**src/rtl/assert_macros.svh**
```systemverilog
// ----------------------------------------------------------------------------
// assertion macros
// shared concurrent assertion wrappers, empty when synthesizing
// ----------------------------------------------------------------------------
`ifndef ASSERT_MACROS_SVH
`define ASSERT_MACROS_SVH

`ifndef SYNTHESIS
// checked while out of reset
`define ASSERT_RST(label, clk, rst_n, prop, msg) \
  label: assert property (@(posedge clk) disable iff (!rst_n) prop) else $error(msg);
// checked at every edge, reset included
`define ASSERT_ALWAYS(label, clk, prop, msg) \
  label: assert property (@(posedge clk) prop) else $error(msg);
`else
`define ASSERT_RST(label, clk, rst_n, prop, msg)
`define ASSERT_ALWAYS(label, clk, prop, msg)
`endif

`endif

```
**src/rtl/mrf_pkg.sv**
```systemverilog
// ----------------------------------------------------------------------------
// mrf_pkg
// types, codes and helper functions of the modbus rtu response framer
// ----------------------------------------------------------------------------
package mrf_pkg;

  // item kinds
  typedef enum logic [1:0] {
    REQ_TICK  = 2'd0,
    REQ_BYTE  = 2'd1,
    REQ_SEND  = 2'd2,
    REQ_ABORT = 2'd3
  } req_type_e;

  // transaction status codes
  typedef enum logic [2:0] {
    ST_BUSY       = 3'd0,
    ST_OK         = 3'd1,
    ST_TOO_SHORT  = 3'd2,
    ST_BAD_CRC    = 3'd3,
    ST_NO_REPLY   = 3'd4,
    ST_INCOMPLETE = 3'd5,
    ST_ABORTED    = 3'd6
  } status_e;

  // configuration register indexes
  typedef enum logic [1:0] {
    REG_RESP_TIMEOUT = 2'd0,
    REG_SILENCE_GAP  = 2'd1,
    REG_READ_GAP     = 2'd2,
    REG_WRITE_GAP    = 2'd3
  } reg_idx_e;

  // transaction phase, one-hot
  typedef enum logic [2:0] {
    PH_IDLE = 3'b001,
    PH_GAP  = 3'b010,
    PH_RX   = 3'b100
  } phase_e;

  localparam logic [15:0] CRC_INIT        = 16'hFFFF;
  localparam logic [15:0] CRC_POLY        = 16'hA001;
  localparam logic [15:0] MS_MAX          = 16'hFFFF;
  localparam logic [15:0] MIN_SILENCE_MS  = 16'd5;
  localparam logic [7:0]  FN_EXCEPTION    = 8'h80;
  localparam logic [7:0]  FN_READ_FIRST   = 8'h01;
  localparam logic [7:0]  FN_READ_LAST    = 8'h04;
  localparam logic [7:0]  FN_WRITE_COIL   = 8'h05;
  localparam logic [7:0]  FN_WRITE_REG    = 8'h06;
  localparam logic [7:0]  FN_WRITE_COILS  = 8'h0F;
  localparam logic [7:0]  FN_WRITE_REGS   = 8'h10;
  localparam logic [7:0]  FN_READ_WRITE   = 8'd23;
  localparam logic [8:0]  LEN_EXCEPTION   = 9'd5;
  localparam logic [8:0]  LEN_READ_HDR    = 9'd5;
  localparam logic [8:0]  LEN_WRITE_ECHO  = 9'd8;

  // configuration registers
  typedef struct packed {
    logic [15:0] response_timeout_ms;
    logic [15:0] silence_gap_ms;
    logic [15:0] read_gap_ms;
    logic [15:0] write_gap_ms;
  } cfg_t;

  // one input word
  typedef struct packed {
    req_type_e  req_type;
    logic [7:0] rx_byte;
    logic [7:0] request_function;
  } item_t;

  // one result word, last member in the lowest bits
  typedef struct packed {
    logic [15:0] error_total;
    logic [15:0] crc_got;
    logic [15:0] crc_calc;
    logic [8:0]  frame_length;
    status_e     status;
    logic [8:0]  byte_index;
    logic        byte_accepted;
    logic        tx_start;
  } res_t;

  // saturating millisecond counter step
  function automatic logic [15:0] sat_inc16(input logic [15:0] v);
    return (v == MS_MAX) ? MS_MAX : v + 16'd1;
  endfunction

  // crc-16 (reflected 0xa001) update by one byte
  function automatic logic [15:0] crc16_feed(input logic [15:0] crc, input logic [7:0] b);
    logic [15:0] c;
    c = crc ^ {8'h00, b};
    for (int i = 0; i < 8; i++) begin
      c = c[0] ? ((c >> 1) ^ CRC_POLY) : (c >> 1);
    end
    return c;
  endfunction

  // expected response length, zero when the function code is unknown
  function automatic logic [8:0] expected_len(input logic [7:0] fn, input logic [7:0] bc);
    logic [8:0] len;
    len = '0;
    if ((fn & FN_EXCEPTION) != 8'h00) begin
      len = LEN_EXCEPTION;
    end else if (fn >= FN_READ_FIRST && fn <= FN_READ_LAST) begin
      len = LEN_READ_HDR + {1'b0, bc};
    end else if (fn == FN_WRITE_COIL || fn == FN_WRITE_REG ||
                 fn == FN_WRITE_COILS || fn == FN_WRITE_REGS) begin
      len = LEN_WRITE_ECHO;
    end
    return len;
  endfunction

endpackage

```
**src/rtl/mrf_core.sv**
```systemverilog
// ----------------------------------------------------------------------------
// mrf_core
// transaction state and single-pass next-state logic, one word per step
// ----------------------------------------------------------------------------
`include "assert_macros.svh"

module mrf_core #(
  parameter int MAX_FRAME = 300
) (
  input  logic          clk_i,
  input  logic          rst_ni,
  input  logic          step_i,
  input  mrf_pkg::item_t item_i,
  input  mrf_pkg::cfg_t  cfg_i,
  output mrf_pkg::res_t  res_o
);
  import mrf_pkg::*;

  localparam int CntW = $clog2(MAX_FRAME + 1);

  phase_e        phase_q, phase_d;
  logic [CntW-1:0] rx_cnt_q, rx_cnt_d;
  logic [7:0]    resp_fn_q, resp_fn_d;
  logic [7:0]    resp_bc_q, resp_bc_d;
  logic [15:0]   crc_q, crc_d;
  logic [15:0]   held_q, held_d;
  logic [15:0]   ms_tx_q, ms_tx_d;
  logic [15:0]   ms_rx_q, ms_rx_d;
  logic [15:0]   gap_q, gap_d;
  logic          wr_q, wr_d;
  logic [15:0]   fail_q, fail_d;

  logic            fin, fin_timed, do_tx;
  logic [CntW-1:0] fin_cnt;
  logic [15:0]     fin_crc, fin_held;
  logic [7:0]      fn_new, bc_new;
  logic [8:0]      exp_cur, exp_new;
  logic [15:0]     sil_ms;
  status_e         st;
  res_t            res;

  assign exp_cur = expected_len(resp_fn_q, resp_bc_q);
  assign sil_ms  = (cfg_i.silence_gap_ms < MIN_SILENCE_MS) ? MIN_SILENCE_MS
                                                          : cfg_i.silence_gap_ms;

  // next state and result for the word at hand
  always_comb begin
    phase_d   = phase_q;
    rx_cnt_d  = rx_cnt_q;
    resp_fn_d = resp_fn_q;
    resp_bc_d = resp_bc_q;
    crc_d     = crc_q;
    held_d    = held_q;
    ms_tx_d   = ms_tx_q;
    ms_rx_d   = ms_rx_q;
    gap_d     = gap_q;
    wr_d      = wr_q;
    fail_d    = fail_q;
    fin       = 1'b0;
    fin_timed = 1'b0;
    fin_cnt   = rx_cnt_q;
    fin_crc   = crc_q;
    fin_held  = held_q;
    do_tx     = 1'b0;
    fn_new    = resp_fn_q;
    bc_new    = resp_bc_q;
    exp_new   = '0;
    st        = ST_BUSY;
    res       = '0;

    case (item_i.req_type)
      REQ_TICK: begin
        ms_tx_d = sat_inc16(ms_tx_q);
        ms_rx_d = sat_inc16(ms_rx_q);
        gap_d   = (gap_q != 16'd0) ? gap_q - 16'd1 : 16'd0;
        if (phase_q == PH_GAP) begin
          do_tx = (gap_d == 16'd0);
        end else if (phase_q == PH_RX) begin
          // silence end for unknown codes first, then the response timeout
          if (16'(rx_cnt_q) >= 16'd3 && exp_cur == 9'd0 && ms_rx_d >= sil_ms) begin
            fin = 1'b1;
          end else if (ms_tx_d >= cfg_i.response_timeout_ms) begin
            fin       = 1'b1;
            fin_timed = 1'b1;
          end
        end
      end
      REQ_BYTE: begin
        if (phase_q == PH_RX && 16'(rx_cnt_q) < 16'(MAX_FRAME)) begin
          res.byte_accepted = 1'b1;
          res.byte_index    = 9'(rx_cnt_q);
          if (16'(rx_cnt_q) == 16'd1) fn_new = item_i.rx_byte;
          if (16'(rx_cnt_q) == 16'd2) bc_new = item_i.rx_byte;
          resp_fn_d = fn_new;
          resp_bc_d = bc_new;
          // crc runs two bytes behind so it skips the trailing crc field
          if (16'(rx_cnt_q) >= 16'd2) crc_d = crc16_feed(crc_q, held_q[7:0]);
          held_d   = {item_i.rx_byte, held_q[15:8]};
          rx_cnt_d = rx_cnt_q + CntW'(1);
          ms_rx_d  = 16'd0;
          exp_new  = expected_len(fn_new, bc_new);
          if (16'(rx_cnt_d) >= 16'd3 && exp_new != 9'd0 &&
              16'(rx_cnt_d) >= 16'(exp_new)) begin
            fin      = 1'b1;
            fin_cnt  = rx_cnt_d;
            fin_crc  = crc_d;
            fin_held = held_d;
          end
        end
      end
      REQ_SEND: begin
        if (phase_q != PH_RX) begin
          wr_d    = (item_i.request_function >= FN_WRITE_COIL &&
                     item_i.request_function != FN_READ_WRITE);
          phase_d = PH_GAP;
          do_tx   = (gap_q == 16'd0);
        end
      end
      REQ_ABORT: begin
        if (phase_q == PH_GAP) begin
          phase_d = PH_IDLE;
          st      = ST_ABORTED;
        end
      end
      default: begin
      end
    endcase

    // request goes onto the bus, reception starts fresh
    if (do_tx) begin
      res.tx_start = 1'b1;
      phase_d   = PH_RX;
      rx_cnt_d  = '0;
      resp_fn_d = '0;
      resp_bc_d = '0;
      crc_d     = CRC_INIT;
      held_d    = '0;
      ms_tx_d   = '0;
      ms_rx_d   = '0;
    end

    // end of transaction
    if (fin) begin
      if (fin_timed) begin
        st = (fin_cnt == '0) ? ST_NO_REPLY : ST_INCOMPLETE;
      end else if (16'(fin_cnt) < 16'd4) begin
        st = ST_TOO_SHORT;
      end else begin
        st = (fin_crc == fin_held) ? ST_OK : ST_BAD_CRC;
      end
      if (st != ST_OK) fail_d = sat_inc16(fail_q);
      gap_d            = wr_q ? cfg_i.write_gap_ms : cfg_i.read_gap_ms;
      phase_d          = PH_IDLE;
      res.frame_length = 9'(fin_cnt);
      if (st == ST_OK || st == ST_BAD_CRC) begin
        res.crc_calc = fin_crc;
        res.crc_got  = fin_held;
      end
    end

    res.status      = st;
    res.error_total = fail_d;
  end

  assign res_o = res;

  // state registers
  always_ff @(posedge clk_i or negedge rst_ni) begin
    if (!rst_ni) begin
      phase_q   <= PH_IDLE;
      rx_cnt_q  <= '0;
      resp_fn_q <= '0;
      resp_bc_q <= '0;
      crc_q     <= CRC_INIT;
      held_q    <= '0;
      ms_tx_q   <= '0;
      ms_rx_q   <= '0;
      gap_q     <= '0;
      wr_q      <= 1'b0;
      fail_q    <= '0;
    end else if (step_i) begin
      phase_q   <= phase_d;
      rx_cnt_q  <= rx_cnt_d;
      resp_fn_q <= resp_fn_d;
      resp_bc_q <= resp_bc_d;
      crc_q     <= crc_d;
      held_q    <= held_d;
      ms_tx_q   <= ms_tx_d;
      ms_rx_q   <= ms_rx_d;
      gap_q     <= gap_d;
      wr_q      <= wr_d;
      fail_q    <= fail_d;
    end
  end

  // checks
  `ASSERT_RST(a_byte_only_in_rx, clk_i, rst_ni, step_i && res.byte_accepted |-> phase_q == PH_RX, "byte taken outside reception")
  `ASSERT_RST(a_tx_enters_rx, clk_i, rst_ni, step_i && res.tx_start |=> phase_q == PH_RX, "transmit did not start reception")
  `ASSERT_RST(a_status_goes_idle, clk_i, rst_ni, step_i && res.status != ST_BUSY |=> phase_q == PH_IDLE, "reported end but not idle")

endmodule

```
**src/rtl/modbus_rtu_response_framer_unit.sv**
```systemverilog
// ----------------------------------------------------------------------------
// modbus_rtu_response_framer_unit
// modbus rtu master response framing with crc check and status report
// ----------------------------------------------------------------------------
// One input word (tick, received byte, send request or abort) is taken per clock
// while the skid register is free and gives exactly one result word. The word is
// held in an input register, the transaction state and the result are worked
// out in one pass (the byte-wide crc update is the longest path) and the
// result lands in an output register backed by a skid register, so input
// keeps flowing while one result waits on the output side. The configuration
// port is always ready and should be written only while no transaction runs.
`include "assert_macros.svh"

module modbus_rtu_response_framer_unit #(
  parameter int MAX_FRAME = 300
) (
  input  logic        clk_i,
  input  logic        rst_ni,
  // configuration write channel
  input  logic        cfg_valid_i,
  output logic        cfg_ready_o,
  input  logic [1:0]  cfg_index_i,
  input  logic [15:0] cfg_data_i,
  // input stream
  input  logic        s_axis_tvalid,
  output logic        s_axis_tready,
  input  logic [15:0] s_axis_tdata,   // rx_byte[7:0], request_function[15:8]
  input  logic [1:0]  s_axis_tuser,   // req_type[1:0]
  // result stream
  output logic        m_axis_tvalid,
  input  logic        m_axis_tready,
  // tx_start[0], byte_accepted[1], byte_index[10:2], status[13:11],
  // frame_length[22:14], crc_calc[38:23], crc_got[54:39],
  // error_total[70:55], zero[71]
  output logic [71:0] m_axis_tdata
);
  import mrf_pkg::*;

  cfg_t  cfg_q;
  item_t item_q;
  logic  in_valid_q;
  res_t  res;
  res_t  head_q, skid_q;
  logic  head_valid_q, skid_valid_q;
  logic  fire, pop;

  // configuration registers
  assign cfg_ready_o = 1'b1;

  always_ff @(posedge clk_i or negedge rst_ni) begin
    if (!rst_ni) begin
      cfg_q.response_timeout_ms <= 16'd1000;
      cfg_q.silence_gap_ms      <= 16'd5;
      cfg_q.read_gap_ms         <= 16'd0;
      cfg_q.write_gap_ms        <= 16'd0;
    end else if (cfg_valid_i && cfg_ready_o) begin
      case (reg_idx_e'(cfg_index_i))
        REG_RESP_TIMEOUT: cfg_q.response_timeout_ms <= cfg_data_i;
        REG_SILENCE_GAP:  cfg_q.silence_gap_ms      <= cfg_data_i;
        REG_READ_GAP:     cfg_q.read_gap_ms         <= cfg_data_i;
        REG_WRITE_GAP:    cfg_q.write_gap_ms        <= cfg_data_i;
        default: begin
        end
      endcase
    end
  end

  // handshake: a word moves on when the result side has a free slot
  assign fire          = in_valid_q && !skid_valid_q;
  assign pop           = head_valid_q && m_axis_tready;
  assign s_axis_tready = !in_valid_q || fire;

  // input register
  always_ff @(posedge clk_i or negedge rst_ni) begin
    if (!rst_ni) begin
      in_valid_q <= 1'b0;
    end else if (s_axis_tready) begin
      in_valid_q <= s_axis_tvalid;
    end
  end

  always_ff @(posedge clk_i) begin
    if (s_axis_tvalid && s_axis_tready) begin
      item_q.req_type         <= req_type_e'(s_axis_tuser);
      item_q.rx_byte          <= s_axis_tdata[7:0];
      item_q.request_function <= s_axis_tdata[15:8];
    end
  end

  // transaction engine
  mrf_core #(
    .MAX_FRAME(MAX_FRAME)
  ) u_core (
    .clk_i  (clk_i),
    .rst_ni (rst_ni),
    .step_i (fire),
    .item_i (item_q),
    .cfg_i  (cfg_q),
    .res_o  (res)
  );

  // output register with skid slot
  always_ff @(posedge clk_i or negedge rst_ni) begin
    if (!rst_ni) begin
      head_valid_q <= 1'b0;
      skid_valid_q <= 1'b0;
    end else if (pop) begin
      if (skid_valid_q) begin
        skid_valid_q <= 1'b0;
      end else begin
        head_valid_q <= fire;
      end
    end else if (fire) begin
      if (head_valid_q) begin
        skid_valid_q <= 1'b1;
      end else begin
        head_valid_q <= 1'b1;
      end
    end
  end

  always_ff @(posedge clk_i) begin
    if (pop && skid_valid_q) begin
      head_q <= skid_q;
    end else if (fire && (pop || !head_valid_q)) begin
      head_q <= res;
    end
    if (fire && head_valid_q && !pop) begin
      skid_q <= res;
    end
  end

  assign m_axis_tvalid = head_valid_q;
  assign m_axis_tdata  = {1'b0, head_q};

  // checks
  `ASSERT_ALWAYS(a_skid_behind_head, clk_i, skid_valid_q |-> head_valid_q, "skid word without head word")
  `ASSERT_RST(a_no_overflow, clk_i, rst_ni, fire |-> !skid_valid_q, "result written with both slots full")
  `ASSERT_RST(a_item_held, clk_i, rst_ni, in_valid_q && !fire |=> in_valid_q, "held input word dropped")

endmodule

```
**config.mk**
```make
export PLATFORM = sky130hd
export DESIGN_NAME = modbus_rtu_response_framer_unit
export DESIGN_NICKNAME = d
export VERILOG_FILES = /design/src/rtl/mrf_pkg.sv /design/src/rtl/mrf_core.sv /design/src/rtl/modbus_rtu_response_framer_unit.sv
export VERILOG_INCLUDE_DIRS = /design/src /design/src/rtl
export SDC_FILE = /design/constraint.sdc
export NUM_CORES = 1
export LEC_CHECK = 0
export BUFFER_PORTS_ARGS = -buffer_cell sky130_fd_sc_hd__buf_2
export CAP_MARGIN = 20
export CORE_ASPECT_RATIO = 0.9
export CORE_MARGIN = 2
export CORE_UTILIZATION = 55
export DETAILED_ROUTE_END_ITERATION = 7
export PLACE_DENSITY = 0.84
export SLEW_MARGIN = 25
export SYNTH_ARGS = -nofsm -noshare
export SYNTH_HDL_FRONTEND = slang
export SYNTH_SLANG_ARGS = --single-unit
export TNS_END_PERCENT = 5
```
**constraint.sdc**
```tcl
create_clock -name clk_i -period 5.9 [get_ports clk_i]
set_clock_uncertainty 0.05 [all_clocks]
set_input_delay 1.18 -clock clk_i [delete_from_list [all_inputs] [get_ports clk_i]]
set_output_delay 1.18 -clock clk_i [all_outputs]
set_load 0.02 [all_outputs]
```
==> impl_metrics.tcl, run 1 <==
set metrics [dict create \
    postLayoutCellArea_mm2 0.0212 \
    groute.usage.overall 0.271 \
    ys_types 90 \
    antenna_left 0 \
    hold_viol_final 0 \
    nets 1936 \
    cts_buffers 38 \
    grt_max_degree 116 \
    setup_ws_ns 0.261 \
    die_w_um 199 \
    rsz0062_at_grt "true" \
    overflow 0 \
    pre_cts_ws_ns 0.151 \
    holdWs_ns 0.453 \
    synthTopCellsByArea "edfxtp_1 26%, dfrtp_1 22%, mux2_2 4.6%" \
    power.density_mw_per_mm2 435 \
    end_kind "flip-flop" \
    synth_edf_count 160 \
    gp_congestion 0.961 \
    power_mw 9.22 \
    fmax_ghz 0.177 \
    clkTransAtPathRegs_ns 0.06 \
    cp_max_fo 17 \
    crit_required_ns 6.13 \
    die_area_mm2 0.0357 \
    ctsHoldBuffers 0 \
    ys.warnings.count 0 \
    cp.arrival_ns 5.87 \
    place_area_mm2 0.0198 \
    crit_path_frequent_cell "nand2_1" \
    coreArea_mm2 0.0339 \
    worst_slew_pin_slew_ns 1.01 \
    yosys_most_used_dff "dfrtp_1" \
    port_buffers 113 \
    ir_drop_uv 282 \
    pin_count 116 \
    ys_seq_area_frac 0.513 \
    syn_nets 1860 \
    die_h_um 179 \
    path_delay_family "simple AND/OR/NAND/NOR gates" \
    leakagePower_nw 9.05 \
    crit_path_top_delay_cell "nor4_4" \
    synth-seq-cells 352 \
    place_hpwl_mm 32.5 \
    drv_cap 0 \
    cts.htree.levels 2 \
    grt_pass1_vias 14100 \
    synth_common_cells "177 x nand2_1, 167 x dfrtp_1, 160 x edfxtp_1" \
    synth_area_mm2 0.0188 \
    vias 14600 \
    row_count 64 \
    drt_iter0_markers 1561 \
    yosysTopAreaCellShare 0.256 \
    slew-limit-headroom 0.327 \
    syn_to_final_growth_pct 12.8 \
    synth.most_common_cell "nand2_1" \
    drc 0 \
    clkSinkCount 352 \
    grt_antenna_before_repair 1 \
    dr.pass1.iters 5 \
    maxSlewViolCount 0 \
    crit_chain "nor4_4 -> nand3_1 -> buf_4 -> nand2_1 -> nand2_1 -> ha_1 -> o21ai_0 -> xnor2_1 -> mux2i_1 -> nand2_1 -> ha_1 -> nand3_1 -> a21oi_1 -> o21ai_0 -> or3_1 -> or2_2 -> o311a_4 -> or2_2 -> mux2_4 -> mux2_4" \
    root_buffer "clkbuf_16" \
    grt_pass1_wl_mm 76.0 \
    status "complete, no violations" \
    setup_viol 0 \
    wl_per_cell_um 20.4 \
    hp-class "flip-flop to flip-flop" \
    worst-path-buf-inv 1 \
    cpPeakStageDelay_ns 0.53 \
    final.min_clock_period_ns 5.64 \
    cts_resized 0 \
    totalWireLength_mm 47.6 \
    cts_setup_buffers 0 \
    finalCritPeriodShare 0.956 \
    drive_above_1_share 0.193 \
    synth_area_leader_cell "edfxtp_1" \
    clk_path_buf_depth 3 \
    tritoncts "yes" \
    worstSkewPairLatency_ns 0.55 \
    syn_inst 1769 \
    vias_per_cell 6.26 \
    critPathLaunchType "flip-flop" \
    ys_async_sr_fraction 0.545 \
    start_util 0.555 \
    critPathKind "flip-flop to flip-flop" \
    synth_area_per_cell_um2 10.6 \
]
[worst register-to-register path, stage by stage, from the launching register on]
cell and delay, ns:
dfrtp_1 0.41, nor4_4 0.53, nand3_1 0.23, buf_4 0.23
nand2_1 0.07, nand2_1 0.08, ha_1 0.29, o21ai_0 0.23
xnor2_1 0.10, mux2i_1 0.22, nand2_1 0.09, ha_1 0.33
nand3_1 0.07, a21oi_1 0.13, o21ai_0 0.09, or3_1 0.38
or2_2 0.35, o311a_4 0.45, or2_2 0.46, mux2_4 0.36
mux2_4 0.27
[power by group]
group          internal (mW)  switching, mW
combinational           1.09           1.77
sequential              3.29          0.480
clock                   1.60          0.987
total                   5.99           3.24
[cells in the final DEF, fill, tap and decap left out, types with 13 or more instances in the layout]
cell type	instances
buf_2	112
nor2_1	137
nor3_1	25
mux2i_1	48
xnor2_1	60
clkbuf_16	39
dfstp_2	25
xor2_1	27
a21o_1	25
mux2_2	76
nand2_1	177
dfrtp_1	167
and2_1	16
nand3_1	43
nor4_1	18
a22o_1	46
inv_1	57
and3_1	29
a31oi_1	19
nand2b_1	14
a21oi_1	63
nand4_1	24
o31ai_1	59
buf_4	38
o21ai_0	97
nor3b_1	14
edfxtp_1	160
o22a_1	16
or3_1	13
ha_1	50
[metal layers]
layer / GRT usage / vias up / part of all wire
met5: 0 / - / 0
met4: 0.108 / 0 / 0.034
met3: 0.0535 / 136 / 0.097
met2: 0.411 / 762 / 0.45
met1: 0.386 / 7091 / 0.42
li1: - / 6635 / -
[layout make-up]
| cell class | instances | area (um^2) |
|---|---|---|
| fillers | 2542 | 12700 |
| repair buffers | 152 | 877 |
| well taps | 462 | 578 |
| clock buffers | 46 | 1030 |
| multi-input cells | 1244 | 8520 |
| diodes | 1 | 2.50 |
| flip-flops and latches | 352 | 9640 |
| clock inverters | 22 | 338 |
| inverters | 57 | 214 |
[per-stage QoR]
stage                     utilization  cells  TNS, ns
after detailed placement        0.585   2267        0
after CTS                       0.626   2335        0
after global placement          0.585   2267        0
after floorplan                     -   1769        0
final                           0.626   2336        0
after global routing            0.626   2336   -0.575
[path summary, 6_finish.rpt]
kind,startpoint,slack (ns),end,cells past startpoint
setup / recovery,u_core.rx_cnt_q[3]$_DFFE_PN0P_,0.26,m_axis_tdata[56]$_DFFE_PP_,20
hold / removal,cfg_q[31]$_DFFE_PN0P_,0.45,cfg_q[31]$_DFFE_PN0P_,1
setup reg to reg,u_core.rx_cnt_q[3]$_DFFE_PN0P_,0.26,m_axis_tdata[56]$_DFFE_PP_,20
hold reg to reg,cfg_q[31]$_DFFE_PN0P_,0.45,cfg_q[31]$_DFFE_PN0P_,1
max in group asynchronous,rst_ni,4.12,u_core.rx_cnt_q[6]$_DFFE_PN0P_,2
min in group asynchronous,rst_ni,0.61,u_core.ms_tx_q[4]$_DFFE_PN0P_,1
[flip-flops by register name, indices dropped and copies added, names as in the netlist]
| signal | count |
|---|---|
| u_core.phase_q | 3 |
| skid_q | 71 |
| u_core.resp_bc_q | 8 |
| m_axis_tvalid | 1 |
| m_axis_tdata | 71 |
| u_core.ms_rx_q | 16 |
| item_q | 18 |
| cfg_q | 64 |
| u_core.fail_q | 16 |
| u_core.gap_q | 16 |
| skid_valid_q | 1 |
| in_valid_q | 1 |
| u_core.crc_q | 16 |
| u_core.ms_tx_q | 16 |
| u_core.resp_fn_q | 8 |
| u_core.rx_cnt_q | 9 |
| u_core.wr_q | 1 |
| u_core.held_q | 16 |
[kinds of logic (layout without fill, tap and decap cells)]
kind of cell / Yosys count / count (layout) / share of synthesized area
other cells: 2 / 3 / 0.000399
buf+inv: 173 / 277 / 0.0365
simple gates: 559 / 559 / 0.145
fa+ha+maj: 50 / 50 / 0.0333
flops: 352 / 352 / 0.513
xor+xnor: 96 / 96 / 0.0497
mux: 127 / 127 / 0.0734
compound gates: 410 / 410 / 0.149
Note: power is estimated with default switching activity, not from simulation.
==> inputs of run 2 (changes only) <==
==> constraint.sdc (replaced) <==
create_clock -name clk_i -period 5 [get_ports clk_i]
set_clock_uncertainty 0.05 [all_clocks]
set_input_delay 1 -clock clk_i [delete_from_list [all_inputs] [get_ports clk_i]]
set_output_delay 1 -clock clk_i [all_outputs]
set_load 0.02 [all_outputs]
==> run 2 against run 1 <==
Compared with the run above:
- worst hold slack worse by 0.0042 ns
- count of clock-buffer cells in the layout stayed put
- routed wire length is 0.62% higher
- register-to-register slack got worse by 0.15 ns
- critical path depth increased by 1
- die area unchanged
- sequential cell count unchanged
==> impl_metrics.tcl, run 2 (same netlist as run 1, synthesis figures left out) <==
set metrics [dict create \
    status "complete, no violations" \
    layout_commonest_cell "nand2_1" \
    nets 1977 \
    fmax_ghz 0.205 \
    ctsHoldBuffers 0 \
    coreArea_mm2 0.0339 \
    clkTransAtPathRegs_ns 0.06 \
    overflow 0 \
    syn_to_final_growth_pct 16.2 \
    place_area_mm2 0.0201 \
    hp-class "flip-flop to flip-flop" \
    start_util 0.555 \
    crit_path_top_delay_cell "dfrtp_1" \
    grt_max_degree 104 \
    dr.pass1.iters 6 \
    drive_above_1_share 0.233 \
    grt_pass1_vias 13800 \
    hp-start "u_core.resp_fn_q[6]$_DFFE_PN0P_" \
    leakagePower_nw 9.29 \
    cp.arrival_ns 5.13 \
    port_buffers 113 \
    worstSkewPairLatency_ns 0.56 \
    reg2reg_depth 21 \
    setup_viol 0 \
    crit_chain "nor4_4 -> buf_4 -> and3_4 -> nand2_2 -> nand2_2 -> ha_4 -> o2111ai_2 -> xor2_1 -> mux2i_1 -> nand2_1 -> ha_1 -> o21ai_1 -> nand2b_1 -> a21oi_1 -> or3_4 -> or2_4 -> o311a_4 -> buf_12 -> o21ai_4 -> mux2_4 -> mux2_2" \
    cpPeakStageDelay_ns 0.43 \
    vias 14800 \
    totalWireLength_mm 47.9 \
    hold_viol_final 0 \
    r2r-end "m_axis_tdata[67]$_DFFE_PP_" \
    drv_cap 0 \
    power.density_mw_per_mm2 504 \
    place_hpwl_mm 32.7 \
    tritoncts "yes" \
    rsz0062_at_grt "true" \
    drt_iter0_markers 1740 \
    pin_count 116 \
    postLayoutCellArea_mm2 0.0218 \
    cts_buffers 39 \
    die_area_mm2 0.0357 \
    grt_pass1_wl_mm 74.9 \
    fillers 2480 \
    clk_path_buf_depth 3 \
    maxSlewViolCount 0 \
    final.min_clock_period_ns 4.89 \
    die_h_um 179 \
    rr_startpoint "u_core.rx_cnt_q[3]$_DFFE_PN0P_" \
    clkSinkCount 352 \
    worst_slew_pin_slew_ns 1.15 \
    drc 0 \
    root_buffer "clkbuf_16" \
    worst-path-buf-inv 2 \
    end_kind "flip-flop" \
    crit_required_ns 5.25 \
    worstHoldEndpoint "u_core.resp_fn_q[6]$_DFFE_PN0P_" \
    r2r_setup_slack_ns 0.11 \
    holdWs_ns 0.449 \
    cp_max_fo 6 \
    hold_path_depth 1 \
    slew-limit-headroom 0.231 \
    grt_antenna_before_repair 0 \
    die_w_um 199 \
    groute.usage.overall 0.266 \
    cts.htree.levels 2 \
    vias_per_cell 6.22 \
    critPathKind "flip-flop to flip-flop" \
    gp_congestion 0.972 \
    crit_path_frequent_cell "nand2_2" \
    antenna_left 0 \
    finalCritPeriodShare 0.978 \
    path_delay_family "simple AND/OR/NAND/NOR gates" \
    wl_per_cell_um 20.1 \
    ir_drop_uv 324 \
    antenna_cells 0 \
    fin_util 0.645 \
    critPathLaunchType "flip-flop" \
    row_count 64 \
    final_cell_mix "174 x nand2_1, 167 x dfrtp_1, 160 x edfxtp_1, 134 x nor2_1, 112 x buf_2" \
]
==> run 2: cell types whose count changed in the layout (fill, tap and decap cells not counted), sizes merged <==
cell / before / now
clkbuf: 46 / 48
clkinvlp: 4 / 5
inv: 58 / 60
buf: 152 / 190
diode: 1 / 0
clkinv: 9 / 10
==> run 2: layer usage <==
layer,vias to the layer above,GRT usage,part of all wire
met2,820,0.397,0.44
met4,0,0.0737,0.024
met5,-,0,0
met3,97,0.0503,0.097
met1,7155,0.399,0.44
li1,6726,-,-
==> run 2: final cells by class <==
class / instances / area, um^2 / share of cell area
clock inverters: 26 / 384 / 0.0176
multi-input cells: 1244 / 8750 / 0.401
well taps: 462 / 578 / 0.0265
clock buffers: 46 / 1040 / 0.0477
flip-flops and latches: 352 / 9640 / 0.441
repair buffers: 192 / 1230 / 0.0565
inverters: 57 / 214 / 0.00979
==> run 2: how the worst max path moves through the flow <==
stage / startpoint / endpoint / slack (ns) / depth (start not counted)
5_1_grt: u_core.rx_cnt_q[3]$_DFFE_PN0P_ / m_axis_tdata[67]$_DFFE_PP_ / -0.07 / 21
2_1_floorplan: u_core.rx_cnt_q[0]$_DFFE_PN0P_ / m_axis_tdata[56]$_DFFE_PP_ / -0.004 / 25
6_report: u_core.rx_cnt_q[3]$_DFFE_PN0P_ / m_axis_tdata[67]$_DFFE_PP_ / 0.11 / 21
4_1_cts: u_core.ms_rx_q[0]$_DFFE_PN0P_ / u_core.fail_q[1]$_DFFE_PN0P_ / -0.006 / 21
3_3_place_gp: u_core.rx_cnt_q[4]$_DFFE_PN0P_ / m_axis_tdata[59]$_DFFE_PP_ / 0.05 / 21
3_5_place_dp: u_core.rx_cnt_q[4]$_DFFE_PN0P_ / m_axis_tdata[59]$_DFFE_PP_ / -0.10 / 21
==> run 2: what timing repair did <==
item / CTS / global route
resized for setup: 8 / 47
buffers inserted: 0 / 16
endpoints found under the setup margin: 51 / 132
pin swaps: 1 / 17
==> run 2: report_power, final <==
part	total [mW]	switching (mW)	internal, mW
combinational	3.47	2.13	1.34
clock	3.14	1.21	1.93
sequential	4.41	0.522	3.88
==> run 2: metrics by stage <==
| step | cells | TNS, ns | setup slack, ns | power [mW] |
|---|---|---|---|---|
| 2_1_floorplan | 1769 | -0.00440 | -0.00440 | 6.76 |
| 3_3_place_gp | 2291 | 0 | 0.0481 | 7.69 |
| 3_5_place_dp | 2291 | -0.841 | -0.101 | 7.80 |
| 4_1_cts | 2363 | -0.00578 | -0.00578 | 11.0 |
| 5_1_grt | 2379 | -0.730 | -0.0741 | 11.5 |
| 6_report | 2379 | 0 | 0.112 | 11.0 |
==> inputs of run 3 (changes only) <==
--- a/config.mk
+++ b/config.mk
@@ -11,6 +11,7 @@
 export CORE_ASPECT_RATIO = 0.9
 export CORE_MARGIN = 2
 export CORE_UTILIZATION = 55
+export CTS_BUF_LIST = sky130_fd_sc_hd__clkbuf_8
 export DETAILED_ROUTE_END_ITERATION = 7
 export PLACE_DENSITY = 0.84
 export SLEW_MARGIN = 25
==> run 3 against run 2 <==
Compared with the run above:
- count of clock-buffer cells in the layout up 19
- non-clock buffer count is 2 lower
- power decreased by 6.8%
- worst hold slack worse by 0.032 ns
- register-to-register slack lost 0.07 ns
- design area decreased by 1.0%
- sequential share of layout area rose by 0.46 points
- cell count increased by 1.3%
- combinational power barely moved
- setup slack worse by 0.072 ns
- critical path depth up 1
- clock power shrank 23%
- highest routed layer unchanged
==> impl_metrics.tcl, run 3 (same netlist as run 1, synthesis figures left out) <==
set metrics [dict create \
    drv_cap 0 \
    setup_viol 0 \
    fmax_ghz 0.202 \
    root_buffer "clkbuf_8" \
    antenna_cells 0 \
    crit_path_top_delay_cell "nor4b_1" \
    place_hpwl_mm 32.7 \
    dp.cells 2291 \
    clk_path_buf_depth 3 \
    die_w_um 199 \
    clkTransAtPathRegs_ns 0.06 \
    die_h_um 179 \
    pin_count 116 \
    final_cell_count_no_fill 2409 \
    hold_viol_final 0 \
    vias 14700 \
    row_count 64 \
    leakagePower_nw 9.28 \
    overflow 0 \
    postLayoutCellArea_mm2 0.0216 \
    critPathLaunchType "flip-flop" \
    place_area_mm2 0.0201 \
    grt_pass1_wl_mm 74.1 \
    worst-path-buf-inv 3 \
    antenna_left 0 \
    hp-class "input pin to async pin" \
    critPathKind "flip-flop to flip-flop" \
    crit_chain "nor4_4 -> buf_4 -> and3_4 -> nand2_4 -> nand2_4 -> ha_4 -> buf_12 -> o2111ai_4 -> xnor2_1 -> mux2i_1 -> nand2_1 -> ha_1 -> o21ai_1 -> nand2b_1 -> a21oi_1 -> or3_4 -> buf_4 -> o21ai_0 -> o311a_4 -> nor2_4 -> nor4b_1 -> o31ai_1" \
    fillers 2529 \
    coreArea_mm2 0.0339 \
    cp.arrival_ns 5.24 \
    finalCritPeriodShare 0.992 \
    end_kind "flip-flop" \
    vias_per_cell 6.11 \
    cp_max_fo 5 \
    pre_cts_ws_ns -0.101 \
    wl_per_cell_um 19.5 \
    drive_above_1_share 0.235 \
    drc 0 \
    grt_pass1_vias 13700 \
    rsz0062_at_grt "true" \
    layout_commonest_cell "nand2_1" \
    worstSkewPairLatency_ns 0.64 \
    crit_required_ns 5.28 \
    die_area_mm2 0.0357 \
    path_delay_family "simple AND/OR/NAND/NOR gates" \
    clkSinkCount 352 \
    groute.usage.overall 0.264 \
    maxSlewViolCount 0 \
    cts_buffers 56 \
    status "complete, no violations" \
    totalWireLength_mm 47.1 \
    power.density_mw_per_mm2 475 \
    setup_ws_ns 0.0397 \
    syn_to_final_growth_pct 15.0 \
    final.min_clock_period_ns 4.96 \
    cts.htree.levels 2 \
    drt_iter0_markers 1885 \
    dr.pass1.iters 8 \
    nets 1992 \
    ir_drop_uv 258 \
    cpPeakStageDelay_ns 0.53 \
    tritoncts "yes" \
    final_cell_mix "172 x nand2_1, 167 x dfrtp_1, 160 x edfxtp_1, 135 x nor2_1, 112 x buf_2" \
    start_util 0.555 \
    port_buffers 113 \
    grt_max_degree 104 \
    gp_congestion 0.972 \
    grt_antenna_before_repair 0 \
    slew-limit-headroom 0.247 \
    worst_slew_pin_slew_ns 1.12 \
]
==> run 3: cell count changes in the layout (fill, tap and decap cells not counted), sizes merged <==
cell and delta:
clkinv +4, clkbuf +19, bufinv -6, clkinvlp -5, buf -2, inv +20
==> run 3: timing repair <==
item	4_1_cts	5_1_grt
resized for setup	7	67
endpoints found under the setup margin	50	131
pin swaps	0	19
hold buffers	0	0
buffers inserted	0	14
==> run 3: worst paths after layout <==
| check | from | end | slack [ns] | cells past startpoint |
|---|---|---|---|---|
| max in group asynchronous | rst_ni | u_core.crc_q[11]$_DFFE_PN1P_ | 3.58 | 2 |
| hold / removal | rst_ni | u_core.ms_tx_q[1]$_DFFE_PN0P_ | 0.42 | 1 |
| setup / recovery | u_core.rx_cnt_q[3]$_DFFE_PN0P_ | m_axis_tdata[59]$_DFFE_PP_ | 0.04 | 22 |
| setup reg to reg | u_core.rx_cnt_q[3]$_DFFE_PN0P_ | m_axis_tdata[59]$_DFFE_PP_ | 0.04 | 22 |
| hold reg to reg | cfg_q[9]$_DFFE_PN0P_ | cfg_q[9]$_DFFE_PN0P_ | 0.45 | 1 |
| min in group clk_i | cfg_q[9]$_DFFE_PN0P_ | cfg_q[9]$_DFFE_PN0P_ | 0.45 | 1 |
==> run 3: metal layers <==
layer / up-vias / global-route usage / share of wire
met1: 7148 / 0.399 / 0.45
met4: 0 / 0.0749 / 0.020
met3: 76 / 0.0537 / 0.095
met5: - / 0 / 0
met2: 734 / 0.385 / 0.44
li1: 6756 / - / -
==> run 3: report_power, final <==
part | switching (mW) | leakage (nW) | total [mW] | internal, mW
combinational | 2.11 | 4.63 | 3.45 | 1.34
sequential | 0.518 | 4.00 | 4.40 | 3.89
clock | 1.14 | 0.655 | 2.42 | 1.29
==> run 3: per-stage QoR <==
step / power, mW / hold WS, ns / TNS [ns] / utilization
2_1_floorplan: 6.76 / 0.408 / -0.00440 / -
3_3_place_gp: 7.69 / 0.427 / 0 / 0.593
3_5_place_dp: 7.80 / 0.436 / -0.841 / 0.593
4_1_cts: 10.2 / 0.439 / 0 / 0.626
5_1_grt: 10.8 / 0.461 / -2.56 / 0.638
6_report: 10.3 / 0.417 / 0 / 0.638
==> run 3: final cells by class <==
type                    count  area, um^2  area share
flip-flops and latches    352        9640       0.446
multi-input cells        1244        8830       0.409
repair buffers            190        1250      0.0576
clock buffers              65         895      0.0414
well taps                 462         578      0.0267
clock inverters            39         214     0.00990
inverters                  57         214     0.00990
